`config.mk`:
```
export PLATFORM = sky130hd
export DESIGN_NAME = telemetry_frame_decoder
export DESIGN_NICKNAME = d
export VERILOG_FILES = /design/src/sv/tfd_pkg.sv /design/src/sv/telemetry_frame_decoder.sv /design/src/sv/tfd_front.sv /design/src/sv/tfd_queue.sv /design/src/sv/tfd_back.sv
export SDC_FILE = /design/constraint.sdc
export NUM_CORES = 2
export LEC_CHECK = 0
export ABC_CLOCK_PERIOD_IN_PS = 18000
export BUFFER_PORTS_ARGS = -buffer_cell sky130_fd_sc_hd__buf_2
export CORE_UTILIZATION = 45
export DETAILED_ROUTE_END_ITERATION = 7
export PLACE_DENSITY_LB_ADDON = 0.1
export SLEW_MARGIN = 20
export SYNTH_ARGS = -nofsm -noshare
export SYNTH_HDL_FRONTEND = slang
export SYNTH_SLANG_ARGS = --single-unit
```
`constraint.sdc`:
```
create_clock -name clk -period 18 [get_ports clk]
set_clock_uncertainty 0.2 [all_clocks]
set_input_delay 4.5 -clock clk [delete_from_list [all_inputs] [get_ports clk]]
set_output_delay 4.5 -clock clk [all_outputs]
set_load 0.05 [all_outputs]
```
`src/sv/tfd_pkg.sv`:
```
// Package for the telemetry frame decoder: header and type characters,
// frame kinds, parser states, decode operations and the record types.
// No dependencies.
package tfd_pkg;

  // Payload store depth by default (longest payload is 14 bytes)
  localparam int MAX_PAYLOAD_DEF = 14;
  // Frames held between parser and decoder
  localparam int QUEUE_DEPTH = 2;

  // Header and type characters
  localparam logic [7:0] CHAR_DOLLAR = 8'h24;
  localparam logic [7:0] CHAR_T      = 8'h54;
  localparam logic [7:0] CHAR_G      = 8'h47;
  localparam logic [7:0] CHAR_A      = 8'h41;
  localparam logic [7:0] CHAR_S      = 8'h53;
  localparam logic [7:0] CHAR_O      = 8'h4F;
  localparam logic [7:0] CHAR_N      = 8'h4E;
  localparam logic [7:0] CHAR_X      = 8'h58;

  // Reciprocal constants: x/10 for x < 16384, x/100 for any 32-bit x
  localparam logic [31:0] DIV10_MUL  = 32'd6554;
  localparam logic [31:0] DIV100_MUL = 32'h51EB851F;
  localparam logic [15:0] HEADING_WRAP = 16'd360;

  typedef enum logic [2:0] {
    KIND_POS   = 3'd0,
    KIND_ATT   = 3'd1,
    KIND_SENS  = 3'd2,
    KIND_ORIG  = 3'd3,
    KIND_NAV   = 3'd4,
    KIND_EXTRA = 3'd5
  } kind_t;

  typedef enum logic [1:0] {
    PS_IDLE,
    PS_DOLLAR,
    PS_HDR,
    PS_DATA
  } parse_state_t;

  typedef enum logic [1:0] {
    OP_PASS,
    OP_KMH,
    OP_ALT
  } dec_op_t;

  // One finished frame as handed from parser to decoder
  typedef struct packed {
    kind_t       kind;
    logic        bad;
    logic [31:0] good_cnt;
    logic [31:0] bad_cnt;
  } frame_rec_t;

  // Side fields of one result as it moves down the decode pipeline
  typedef struct packed {
    kind_t       kind;
    logic        status;
    logic [2:0]  value_id;
    logic        last;
    logic [31:0] good_cnt;
    logic [31:0] bad_cnt;
  } res_meta_t;

  // Payload length of each frame kind
  function automatic logic [3:0] payload_len(input kind_t kind);
    logic [3:0] len;
    unique case (kind)
      KIND_POS:  len = 4'd14;
      KIND_ATT:  len = 4'd6;
      KIND_SENS: len = 4'd7;
      KIND_ORIG: len = 4'd14;
      default:   len = 4'd6;
    endcase
    return len;
  endfunction

  // Number of decoded values of each frame kind
  function automatic logic [2:0] value_count(input kind_t kind);
    logic [2:0] cnt;
    unique case (kind)
      KIND_POS:  cnt = 3'd7;
      KIND_ATT:  cnt = 3'd3;
      KIND_SENS: cnt = 3'd7;
      KIND_ORIG: cnt = 3'd5;
      KIND_NAV:  cnt = 3'd6;
      default:   cnt = 3'd5;
    endcase
    return cnt;
  endfunction

endpackage

```
`src/sv/telemetry_frame_decoder.sv`:
```
// Telemetry frame decoder top level: parser, frame queue, value decoder.
// Takes one byte per cycle; a frame queue of two entries separates parsing from decoding.
// Frame results pass the select, multiply and output registers once the checksum is taken.
// Throughput: one byte per cycle in, one result per cycle out while m_tready is high; input
// stalls only on a full queue. Reset (rst, synchronous) clears parser, counters, queue.
module telemetry_frame_decoder import tfd_pkg::*; #(
  parameter int MAX_PAYLOAD = MAX_PAYLOAD_DEF
) (
  input  logic        clk,
  input  logic        rst,
  input  logic        s_tvalid,
  output logic        s_tready,
  input  logic [7:0]  s_tdata,   // [7:0] rx_byte
  output logic        m_tvalid,
  input  logic        m_tready,
  output logic [95:0] m_tdata,   // [31:0] value, [63:32] good_frames, [95:64] bad_frames
  output logic [6:0]  m_tuser,   // [2:0] frame_kind, [3] status, [6:4] value_id
  output logic        m_tlast
);

  localparam int PAY_W = MAX_PAYLOAD * 8;
  localparam int Q_W   = $bits(frame_rec_t) + PAY_W;

  logic             q_push;
  logic             q_pop;
  logic             q_full;
  logic             q_empty;
  frame_rec_t       push_rec;
  logic [PAY_W-1:0] push_payload;
  logic [Q_W-1:0]   head;
  frame_rec_t       head_rec;
  res_meta_t        out_meta;
  logic [31:0]      out_value;

  tfd_front #(.MAX_PAYLOAD(MAX_PAYLOAD)) u_front (
    .clk       (clk),
    .rst       (rst),
    .in_valid  (s_tvalid),
    .in_ready  (s_tready),
    .in_byte   (s_tdata),
    .q_full    (q_full),
    .q_push    (q_push),
    .q_rec     (push_rec),
    .q_payload (push_payload)
  );

  tfd_queue #(.WIDTH(Q_W), .DEPTH(QUEUE_DEPTH)) u_queue (
    .clk   (clk),
    .rst   (rst),
    .push  (q_push),
    .din   ({push_rec, push_payload}),
    .full  (q_full),
    .pop   (q_pop),
    .dout  (head),
    .empty (q_empty)
  );

  assign head_rec = head[Q_W-1:PAY_W];

  tfd_back #(.MAX_PAYLOAD(MAX_PAYLOAD)) u_back (
    .clk       (clk),
    .rst       (rst),
    .q_empty   (q_empty),
    .q_rec     (head_rec),
    .q_payload (head[PAY_W-1:0]),
    .q_pop     (q_pop),
    .out_valid (m_tvalid),
    .out_ready (m_tready),
    .out_meta  (out_meta),
    .out_value (out_value)
  );

  // Pack the result
  assign m_tdata = {out_meta.bad_cnt, out_meta.good_cnt, out_value};
  assign m_tuser = {out_meta.value_id, out_meta.status, out_meta.kind};
  assign m_tlast = out_meta.last;

  // Parser never pushes into a full queue
  a_no_overflow: assert property (@(posedge clk) disable iff (rst)
    q_push |-> !q_full)
    else $error("frame pushed into full queue");

  // Decoder never pops an empty queue
  a_no_underflow: assert property (@(posedge clk) disable iff (rst)
    q_pop |-> !q_empty)
    else $error("frame popped from empty queue");

  // A dropped frame gives a single zero-valued result
  a_bad_single: assert property (@(posedge clk) disable iff (rst)
    (m_tvalid && m_tuser[3]) |-> (m_tlast && (m_tuser[6:4] == 3'd0) &&
                                  (m_tdata[31:0] == 32'd0)))
    else $error("dropped frame result malformed");

  // A stalled result holds until taken
  a_out_hold: assert property (@(posedge clk) disable iff (rst)
    (m_tvalid && !m_tready) |=> (m_tvalid && $stable(m_tdata) && $stable(m_tuser)))
    else $error("result changed while stalled");

endmodule

```
`src/sv/tfd_front.sv`:
```
// Frame parser: hunts for the header, buffers the payload, checks the XOR, counts good and bad
// frames, and pushes one record per finished frame.
// Depends on tfd_pkg.
module tfd_front import tfd_pkg::*; #(
  parameter int MAX_PAYLOAD = MAX_PAYLOAD_DEF
) (
  input  logic                     clk,
  input  logic                     rst,
  input  logic                     in_valid,
  output logic                     in_ready,
  input  logic [7:0]               in_byte,
  input  logic                     q_full,
  output logic                     q_push,
  output frame_rec_t               q_rec,
  output logic [MAX_PAYLOAD*8-1:0] q_payload
);

  localparam int IDX_W = $clog2(MAX_PAYLOAD);

  parse_state_t state, state_next;
  kind_t        frame_type;
  logic [3:0]   payload_index;
  logic [7:0]   running_xor;
  logic [7:0]   payload [MAX_PAYLOAD];
  logic [31:0]  good_count;
  logic [31:0]  bad_count;

  logic         accept;
  logic         type_hit;
  kind_t        type_kind;
  logic [7:0]   xor_val;
  logic         frame_end;
  logic         frame_bad;

  assign in_ready = !q_full;
  assign accept   = in_valid && in_ready;

  // Classify the type byte
  always_comb begin
    type_hit  = 1'b1;
    type_kind = KIND_POS;
    unique case (in_byte)
      CHAR_G:  type_kind = KIND_POS;
      CHAR_A:  type_kind = KIND_ATT;
      CHAR_S:  type_kind = KIND_SENS;
      CHAR_O:  type_kind = KIND_ORIG;
      CHAR_N:  type_kind = KIND_NAV;
      CHAR_X:  type_kind = KIND_EXTRA;
      default: type_hit = 1'b0;
    endcase
  end

  assign xor_val   = (payload_index == 4'd0) ? in_byte : (running_xor ^ in_byte);
  assign frame_end = (state == PS_DATA) && (payload_index >= payload_len(frame_type));
  assign frame_bad = (xor_val != 8'd0);

  // Next parser state
  always_comb begin
    state_next = state;
    unique case (state)
      PS_IDLE:   state_next = (in_byte == CHAR_DOLLAR) ? PS_DOLLAR : PS_IDLE;
      PS_DOLLAR: state_next = (in_byte == CHAR_T) ? PS_HDR : PS_IDLE;
      PS_HDR:    state_next = type_hit ? PS_DATA : PS_IDLE;
      PS_DATA:   state_next = frame_end ? PS_IDLE : PS_DATA;
      default:   state_next = PS_IDLE;
    endcase
  end

  // Push a record on the checksum byte
  always_comb begin
    q_push         = accept && frame_end;
    q_rec.kind     = frame_type;
    q_rec.bad      = frame_bad;
    q_rec.good_cnt = good_count + {31'd0, !frame_bad};
    q_rec.bad_cnt  = bad_count + {31'd0, frame_bad};
  end

  always_comb begin
    for (int i = 0; i < MAX_PAYLOAD; i++) begin
      q_payload[i*8 +: 8] = payload[i];
    end
  end

  // Parser control state and frame counters
  always_ff @(posedge clk) begin
    if (rst) begin
      state         <= PS_IDLE;
      frame_type    <= KIND_POS;
      payload_index <= 4'd0;
      running_xor   <= 8'd0;
      good_count    <= 32'd0;
      bad_count     <= 32'd0;
    end else if (accept) begin
      state <= state_next;
      if (state == PS_HDR) begin
        payload_index <= 4'd0;
        if (type_hit) begin
          frame_type <= type_kind;
        end
      end
      if (state == PS_DATA) begin
        running_xor <= xor_val;
        if (!frame_end) begin
          payload_index <= payload_index + 4'd1;
        end else begin
          good_count <= q_rec.good_cnt;
          bad_count  <= q_rec.bad_cnt;
        end
      end
    end
  end

  // Store payload bytes
  always_ff @(posedge clk) begin
    if (accept && (state == PS_DATA) && !frame_end &&
        ({1'b0, payload_index} < 5'(MAX_PAYLOAD))) begin
      payload[payload_index[IDX_W-1:0]] <= in_byte;
    end
  end

endmodule

```
`src/sv/tfd_queue.sv`:
```
// Short frame queue between parser and decoder, register based.
// Depends on tfd_pkg for the default depth.
module tfd_queue import tfd_pkg::*; #(
  parameter int WIDTH = 8,
  parameter int DEPTH = QUEUE_DEPTH
) (
  input  logic             clk,
  input  logic             rst,
  input  logic             push,
  input  logic [WIDTH-1:0] din,
  output logic             full,
  input  logic             pop,
  output logic [WIDTH-1:0] dout,
  output logic             empty
);

  localparam int PTR_W = (DEPTH > 1) ? $clog2(DEPTH) : 1;
  localparam int CNT_W = $clog2(DEPTH + 1);

  logic [WIDTH-1:0] mem [DEPTH];
  logic [PTR_W-1:0] wr_ptr;
  logic [PTR_W-1:0] rd_ptr;
  logic [CNT_W-1:0] count;

  assign full  = (count == CNT_W'(DEPTH));
  assign empty = (count == '0);
  assign dout  = mem[rd_ptr];

  // Advance pointers and fill count
  always_ff @(posedge clk) begin
    if (rst) begin
      wr_ptr <= '0;
      rd_ptr <= '0;
      count  <= '0;
    end else begin
      if (push) begin
        wr_ptr <= (wr_ptr == PTR_W'(DEPTH - 1)) ? '0 : wr_ptr + PTR_W'(1);
      end
      if (pop) begin
        rd_ptr <= (rd_ptr == PTR_W'(DEPTH - 1)) ? '0 : rd_ptr + PTR_W'(1);
      end
      if (push && !pop) begin
        count <= count + CNT_W'(1);
      end else if (pop && !push) begin
        count <= count - CNT_W'(1);
      end
    end
  end

  // Write entry
  always_ff @(posedge clk) begin
    if (push) begin
      mem[wr_ptr] <= din;
    end
  end

endmodule

```
`src/sv/tfd_back.sv`:
```
// Value decoder: walks the values of the frame at the head of the queue,
// three stages (select, multiply, finish) into the output register.
// Depends on tfd_pkg.
module tfd_back import tfd_pkg::*; #(
  parameter int MAX_PAYLOAD = MAX_PAYLOAD_DEF
) (
  input  logic                     clk,
  input  logic                     rst,
  input  logic                     q_empty,
  input  frame_rec_t               q_rec,
  input  logic [MAX_PAYLOAD*8-1:0] q_payload,
  output logic                     q_pop,
  output logic                     out_valid,
  input  logic                     out_ready,
  output res_meta_t                out_meta,
  output logic [31:0]              out_value
);

  logic        adv;
  logic        take;
  logic [2:0]  k;
  logic [2:0]  n_vals;
  logic        is_last;
  logic [7:0]  pb [14];

  // Select stage results
  dec_op_t     sel_op;
  logic [31:0] sel_opnd;
  logic        sel_neg;
  logic [31:0] alt_raw;
  logic [31:0] alt_mag;
  logic [15:0] head_raw;
  logic [15:0] head_adj;
  logic [13:0] kmh_x;
  logic [14:0] rssi_x;
  logic [15:0] rssi_sum;
  logic [15:0] air_x;

  // Pipeline registers
  logic        s1_valid;
  res_meta_t   s1_meta;
  dec_op_t     s1_op;
  logic [31:0] s1_opnd;
  logic        s1_neg;
  logic        s2_valid;
  res_meta_t   s2_meta;
  dec_op_t     s2_op;
  logic [31:0] s2_opnd;
  logic        s2_neg;
  logic [63:0] s2_prod;

  logic [31:0] mul_c;
  logic [63:0] prod_c;
  logic [31:0] quot_c;
  logic [31:0] fin_value;

  // The whole pipeline moves when the output slot is free
  assign adv     = !out_valid || out_ready;
  assign take    = adv && !q_empty;
  assign n_vals  = q_rec.bad ? 3'd1 : value_count(q_rec.kind);
  assign is_last = (k == n_vals - 3'd1);
  assign q_pop   = take && is_last;

  always_comb begin
    for (int i = 0; i < 14; i++) begin
      pb[i] = q_payload[i*8 +: 8];
    end
  end

  // Operands of the converted fields
  always_comb begin
    alt_raw  = {pb[12], pb[11], pb[10], pb[9]};
    alt_mag  = alt_raw[31] ? (32'd0 - alt_raw) : alt_raw;
    head_raw = {pb[5], pb[4]};
    head_adj = head_raw[15] ? (head_raw + HEADING_WRAP) : head_raw;
    kmh_x    = ({6'd0, pb[8]} * 14'd36) + 14'd5;
    rssi_x   = {7'd0, pb[4]} * 15'd100;
    rssi_sum = {1'b0, rssi_x} + {9'd0, rssi_x[14:8]} + 16'd1;
    air_x    = {8'd0, pb[5]} * 16'd100;
  end

  // Select the value for index k of the head frame
  always_comb begin
    sel_op   = OP_PASS;
    sel_opnd = 32'd0;
    sel_neg  = 1'b0;
    if (!q_rec.bad) begin
      unique case (q_rec.kind)
        KIND_POS: begin
          case (k)
            3'd0: sel_opnd = {pb[3], pb[2], pb[1], pb[0]};
            3'd1: sel_opnd = {pb[7], pb[6], pb[5], pb[4]};
            3'd2: sel_opnd = {24'd0, pb[8]};
            3'd3: begin
              sel_op   = OP_KMH;
              sel_opnd = {18'd0, kmh_x};
            end
            3'd4: begin
              sel_op   = OP_ALT;
              sel_opnd = alt_mag;
              sel_neg  = alt_raw[31];
            end
            3'd5: sel_opnd = {26'd0, pb[13][7:2]};
            default: sel_opnd = {30'd0, pb[13][1:0]};
          endcase
        end
        KIND_ATT: begin
          case (k)
            3'd0: sel_opnd = {{16{pb[1][7]}}, pb[1], pb[0]};
            3'd1: sel_opnd = {{16{pb[3][7]}}, pb[3], pb[2]};
            default: sel_opnd = {{16{head_adj[15]}}, head_adj};
          endcase
        end
        KIND_SENS: begin
          case (k)
            3'd0: sel_opnd = {16'd0, pb[1], pb[0]};
            3'd1: sel_opnd = {16'd0, pb[3], pb[2]};
            3'd2: sel_opnd = {24'd0, rssi_sum[15:8]};
            3'd3: sel_opnd = {24'd0, air_x[7:0]};
            3'd4: sel_opnd = {31'd0, pb[6][0]};
            3'd5: sel_opnd = {31'd0, pb[6][1]};
            default: sel_opnd = {26'd0, pb[6][7:2]};
          endcase
        end
        KIND_ORIG: begin
          case (k)
            3'd0: sel_opnd = {pb[3], pb[2], pb[1], pb[0]};
            3'd1: sel_opnd = {pb[7], pb[6], pb[5], pb[4]};
            3'd2: sel_opnd = {pb[11], pb[10], pb[9], pb[8]};
            3'd3: sel_opnd = {24'd0, pb[12]};
            default: sel_opnd = {24'd0, pb[13]};
          endcase
        end
        KIND_NAV: begin
          case (k)
            3'd0: sel_opnd = {24'd0, pb[0]};
            3'd1: sel_opnd = {24'd0, pb[1]};
            3'd2: sel_opnd = {24'd0, pb[2]};
            3'd3: sel_opnd = {24'd0, pb[3]};
            3'd4: sel_opnd = {24'd0, pb[4]};
            default: sel_opnd = {24'd0, pb[5]};
          endcase
        end
        default: begin
          case (k)
            3'd0: sel_opnd = {16'd0, pb[1], pb[0]};
            3'd1: sel_opnd = {24'd0, pb[2]};
            3'd2: sel_opnd = {24'd0, pb[3]};
            3'd3: sel_opnd = {24'd0, pb[4]};
            default: sel_opnd = {24'd0, pb[5]};
          endcase
        end
      endcase
    end
  end

  // Reciprocal multiply for the divided fields
  assign mul_c  = (s1_op == OP_ALT) ? DIV100_MUL : DIV10_MUL;
  assign prod_c = 64'(s1_opnd) * 64'(mul_c);

  // Finish: shift the product, restore the sign
  always_comb begin
    quot_c = 32'd0;
    case (s2_op)
      OP_ALT: begin
        quot_c    = {5'd0, s2_prod[63:37]};
        fin_value = s2_neg ? (32'd0 - quot_c) : quot_c;
      end
      OP_KMH:  fin_value = {16'd0, s2_prod[31:16]};
      default: fin_value = s2_opnd;
    endcase
  end

  // Valid bits and value counter
  always_ff @(posedge clk) begin
    if (rst) begin
      k         <= 3'd0;
      s1_valid  <= 1'b0;
      s2_valid  <= 1'b0;
      out_valid <= 1'b0;
    end else if (adv) begin
      s1_valid  <= !q_empty;
      s2_valid  <= s1_valid;
      out_valid <= s2_valid;
      if (take) begin
        k <= is_last ? 3'd0 : k + 3'd1;
      end
    end
  end

  // Pipeline payload
  always_ff @(posedge clk) begin
    if (adv) begin
      s1_meta.kind     <= q_rec.kind;
      s1_meta.status   <= q_rec.bad;
      s1_meta.value_id <= k;
      s1_meta.last     <= is_last;
      s1_meta.good_cnt <= q_rec.good_cnt;
      s1_meta.bad_cnt  <= q_rec.bad_cnt;
      s1_op            <= sel_op;
      s1_opnd          <= sel_opnd;
      s1_neg           <= sel_neg;
      s2_meta          <= s1_meta;
      s2_op            <= s1_op;
      s2_opnd          <= s1_opnd;
      s2_neg           <= s1_neg;
      s2_prod          <= prod_c;
      out_meta         <= s2_meta;
      out_value        <= fin_value;
    end
  end

endmodule
```
==> impl_metrics.tcl <==
set metrics [dict create \
    cts_tree "yes" \
    endpoint_kind "flop" \
    required_ns 18.22 \
    initial_utilization_pct 45.53 \
    synth_edf_count 833 \
    synth-main-ff-cell "edfxtp_1" \
    grt_max_degree 157 \
    final_util_pct 49.98 \
    tightest_slew_ns 1.135 \
    synth_cells 4878 \
    die_area_um2 135200 \
    grt_pass1_vias 37870 \
    hold_viol_final 0 \
    yosysTopAreaCellShare_pct 41.58 \
    stdcell_count 6847 \
    dp_cells 6659 \
    place_congestion 0.9537 \
    core-area_um2 132100 \
    final.setup.tns_ns 0 \
    ant_nets 0 \
    crit_buf_inv 7 \
    hold_buffers 0 \
    netlist_area_um2 60160 \
    min_path_type "reg2reg" \
    syn_avg_cell_area_um2 12.33 \
    gr-total-overflow 0 \
    numCtsBuffers 98 \
    max_stage_delay_ns 0.79 \
    yosys.area.top_type "edfxtp_1" \
    power_density_nw_per_um2 66.76 \
    seq_area_frac_synth_pct 44.64 \
    p_total_uw 4409 \
    status "finished, final reports clean" \
    syn_nets 5910 \
    reg2reg_from "u_back.s1_op[0]" \
    endpoint "u_back.s2_prod[56]" \
    fin_crit_ns 9.217 \
    hpwl_mm 122.9 \
    cts_buffer_depth 3 \
    wl_per_cell_um 23.68 \
    antenna_found_initial 3 \
    drive_gt1_share_pct 9.961 \
    place.port_buffers 117 \
    critPathKind "reg2reg" \
    area_delta_synth_final_pct 9.762 \
    p_leak_uw 0.02785 \
    period_share_pct 51.21 \
    path_max_fanout 42 \
    dr.pass1.iters 7 \
    io_pins 118 \
    synth_seq_cells 925 \
    irDropWorstVdd_v 0.00009571 \
    num_rows 133 \
    finalNetCount 6036 \
    avgViaCountPerCell 5.399 \
    synthTopCellsByArea "edfxtp_1, fa_1, ha_1, inv_1, dfxtp_1" \
    chipHeight_um 367.6 \
    clockRootBuffer "clkbuf_16" \
    setup_viol 0 \
    critPathLaunch "u_back.s1_op[0]" \
    start_kind "flop" \
    fill_cells 11790 \
    grt_pass1_wl_mm 243.9 \
    max_slew_margin_pct 22.18 \
    slew_violations 0 \
    postCtsSetupBuffers 0 \
    arrival_ns 9.44 \
    worstSetupPathDepth 28 \
    vias 36970 \
    r2r_end "u_back.s2_prod[56]" \
    ys.warnings.count 0 \
    die_width_um 367.6 \
    cp_top_family "adder cells" \
    whs_ns 0.2124 \
    ff_latch_area_um2 26860 \
    max_freq_ghz 0.1085 \
    async_flop_share_pct 0 \
    drt_iter0_markers 2709 \
    timing.critical_path.mode_cell "fa_1" \
    cpMaxStageDelayCell "and2_1" \
    routed_wl_mm 162.1 \
    path_clk_slew_ns 0.06 \
    htreeDepth 3 \
    r2r_setup_slack_ns 8.78 \
    drv_cap 0 \
    reg2regPathDepth 28 \
    cts_sinks 925 \
    yosys.cell_types.count 101 \
    rsz0062_at_grt "no" \
    ctsResizeCount 0 \
    clkLatencyLatePin_ns 0.74 \
    multi_input_area_um2 29930 \
    drc 0 \
    grt_usage_pct 24.26 \
]
## layout by cell type (no fill, tap or decap), drive strengths merged, types with 25 or more instances in the layout
cell and count:
a211oi 32, a21o 45, a21oi 182, a221oi 32
a22oi 31, a31oi 25, and2 48, and3 30
buf 171, clkbuf 124, clkinv 45, dfxtp 92
edfxtp 833, fa 501, ha 519, inv 719
mux2 100, mux2i 86, nand2 270, nand2b 27
nand3 62, nand4 41, nor2 268, nor3 55
o21ai 215, or3 34, xnor2 153, xor2 118
## worst register-to-register path: cells and delay by family, from the launching register on
kind	cells	cell delay, ns
compound gates	3	1.20
flops	1	0.41
fa+ha+maj	9	4.07
simple gates	9	2.31
buf+inv	7	0.75
## worst min path at each step
stage,from,slack (ns),cells after the start,endpoint
floorplan,u_back.s2_meta[0],0.20,0,u_back.out_meta[0]
detailed placement,u_back.s2_meta[64],0.20,0,u_back.out_meta[64]
finish,u_back.s1_meta[52],0.21,0,u_back.s2_meta[52]
global placement,u_back.s2_meta[36],0.20,0,u_back.out_meta[36]
CTS,u_back.s2_meta[44],0.21,0,u_back.out_meta[44]
global route,u_back.s2_meta[44],0.22,0,u_back.out_meta[44]
## layer usage
| layer | wire, um | vias to the layer above | global-route usage, % |
|---|---|---|---|
| met5 | 0 | - | 0 |
| met4 | 5173 | 0 | 7.692 |
| met3 | 8183 | 232 | 3.521 |
| met2 | 75910 | 1005 | 39.39 |
| met1 | 72880 | 18580 | 33.49 |
| li1 | - | 17150 | - |
## state kept, by name, indices dropped and copies added, names as in the netlist, 3 cells and up, named ones only
signal	flops
u_front.bad_count	32
u_back.s2_meta	72
u_back.k	3
u_back.out_value	32
u_front.running_xor	8
u_back.s1_opnd	32
u_front.payload_index	4
u_front.good_count	32
u_back.s1_meta	72
u_queue.mem	360
u_front.frame_type	3
u_back.out_meta	72
u_front.payload	112
u_back.s2_opnd	32
u_back.s2_prod	43
## metrics by stage
stage	setup WS (ns)	area (um^2)
global route	8.280	66030
CTS	8.763	66030
floorplan	4.058	60160
global placement	8.878	62690
detailed placement	8.766	62690
finish	8.783	66030
## cell type report
cell class                      instances  share of cell area [%]
Antenna cell                            2                0.007579
Clock buffer                          124                   4.000
Clock inverter                         62                   1.061
Inverter                              713                   4.064
Multi-Input combinational cell       3095                   45.32
Sequential cell                       925                   40.68
Tap cell                             1755                   3.325
Timing Repair Buffer                  171                   1.542
## cells in the mapped netlist (all sizes together), types with 7 or more instances
library cell,instances
a22oi,31
edfxtp,833
clkbuf,110
o22ai,18
or2,17
a221o,7
o31ai,14
inv,712
a21boi,10
fa,501
buf,35
a31oi,25
and2,48
xnor2,153
dfxtp,92
nor4,8
o21ai,215
a21o,45
or3,34
nand2b,27
nor2,268
nor3b,12
a2111oi,7
o211ai,15
a221oi,32
nand3,62
o21bai,18
a21oi,182
nor3,55
nand2,270
o21a,9
nor2b,14
mux2,100
xor2,118
nand4,41
mux2i,86
a211oi,32
ha,519
and3,30
o221ai,13
## logic make-up (layout without fill, tap and decap cells)
logic type / count (synthesis) / count (layout) / share of synthesized area [%]
other cells: 1 / 3 / 0.006233
fa+ha+maj: 1020 / 1020 / 27.47
buf+inv: 858 / 1070 / 5.657
compound gates: 714 / 714 / 7.575
xor+xnor: 271 / 271 / 3.958
flops: 925 / 925 / 44.64
mux: 186 / 186 / 3.403
simple gates: 903 / 903 / 7.296
## where the power goes
part	switching (uW)	internal, uW	leakage [uW]
Sequential	0.649	2310	0.00826
Clock	867	1210	0.00165
Combinational	17.8	5.61	0.0179
Total	886	3520	0.0278
Note: power is estimated with default switching activity, not from simulation.
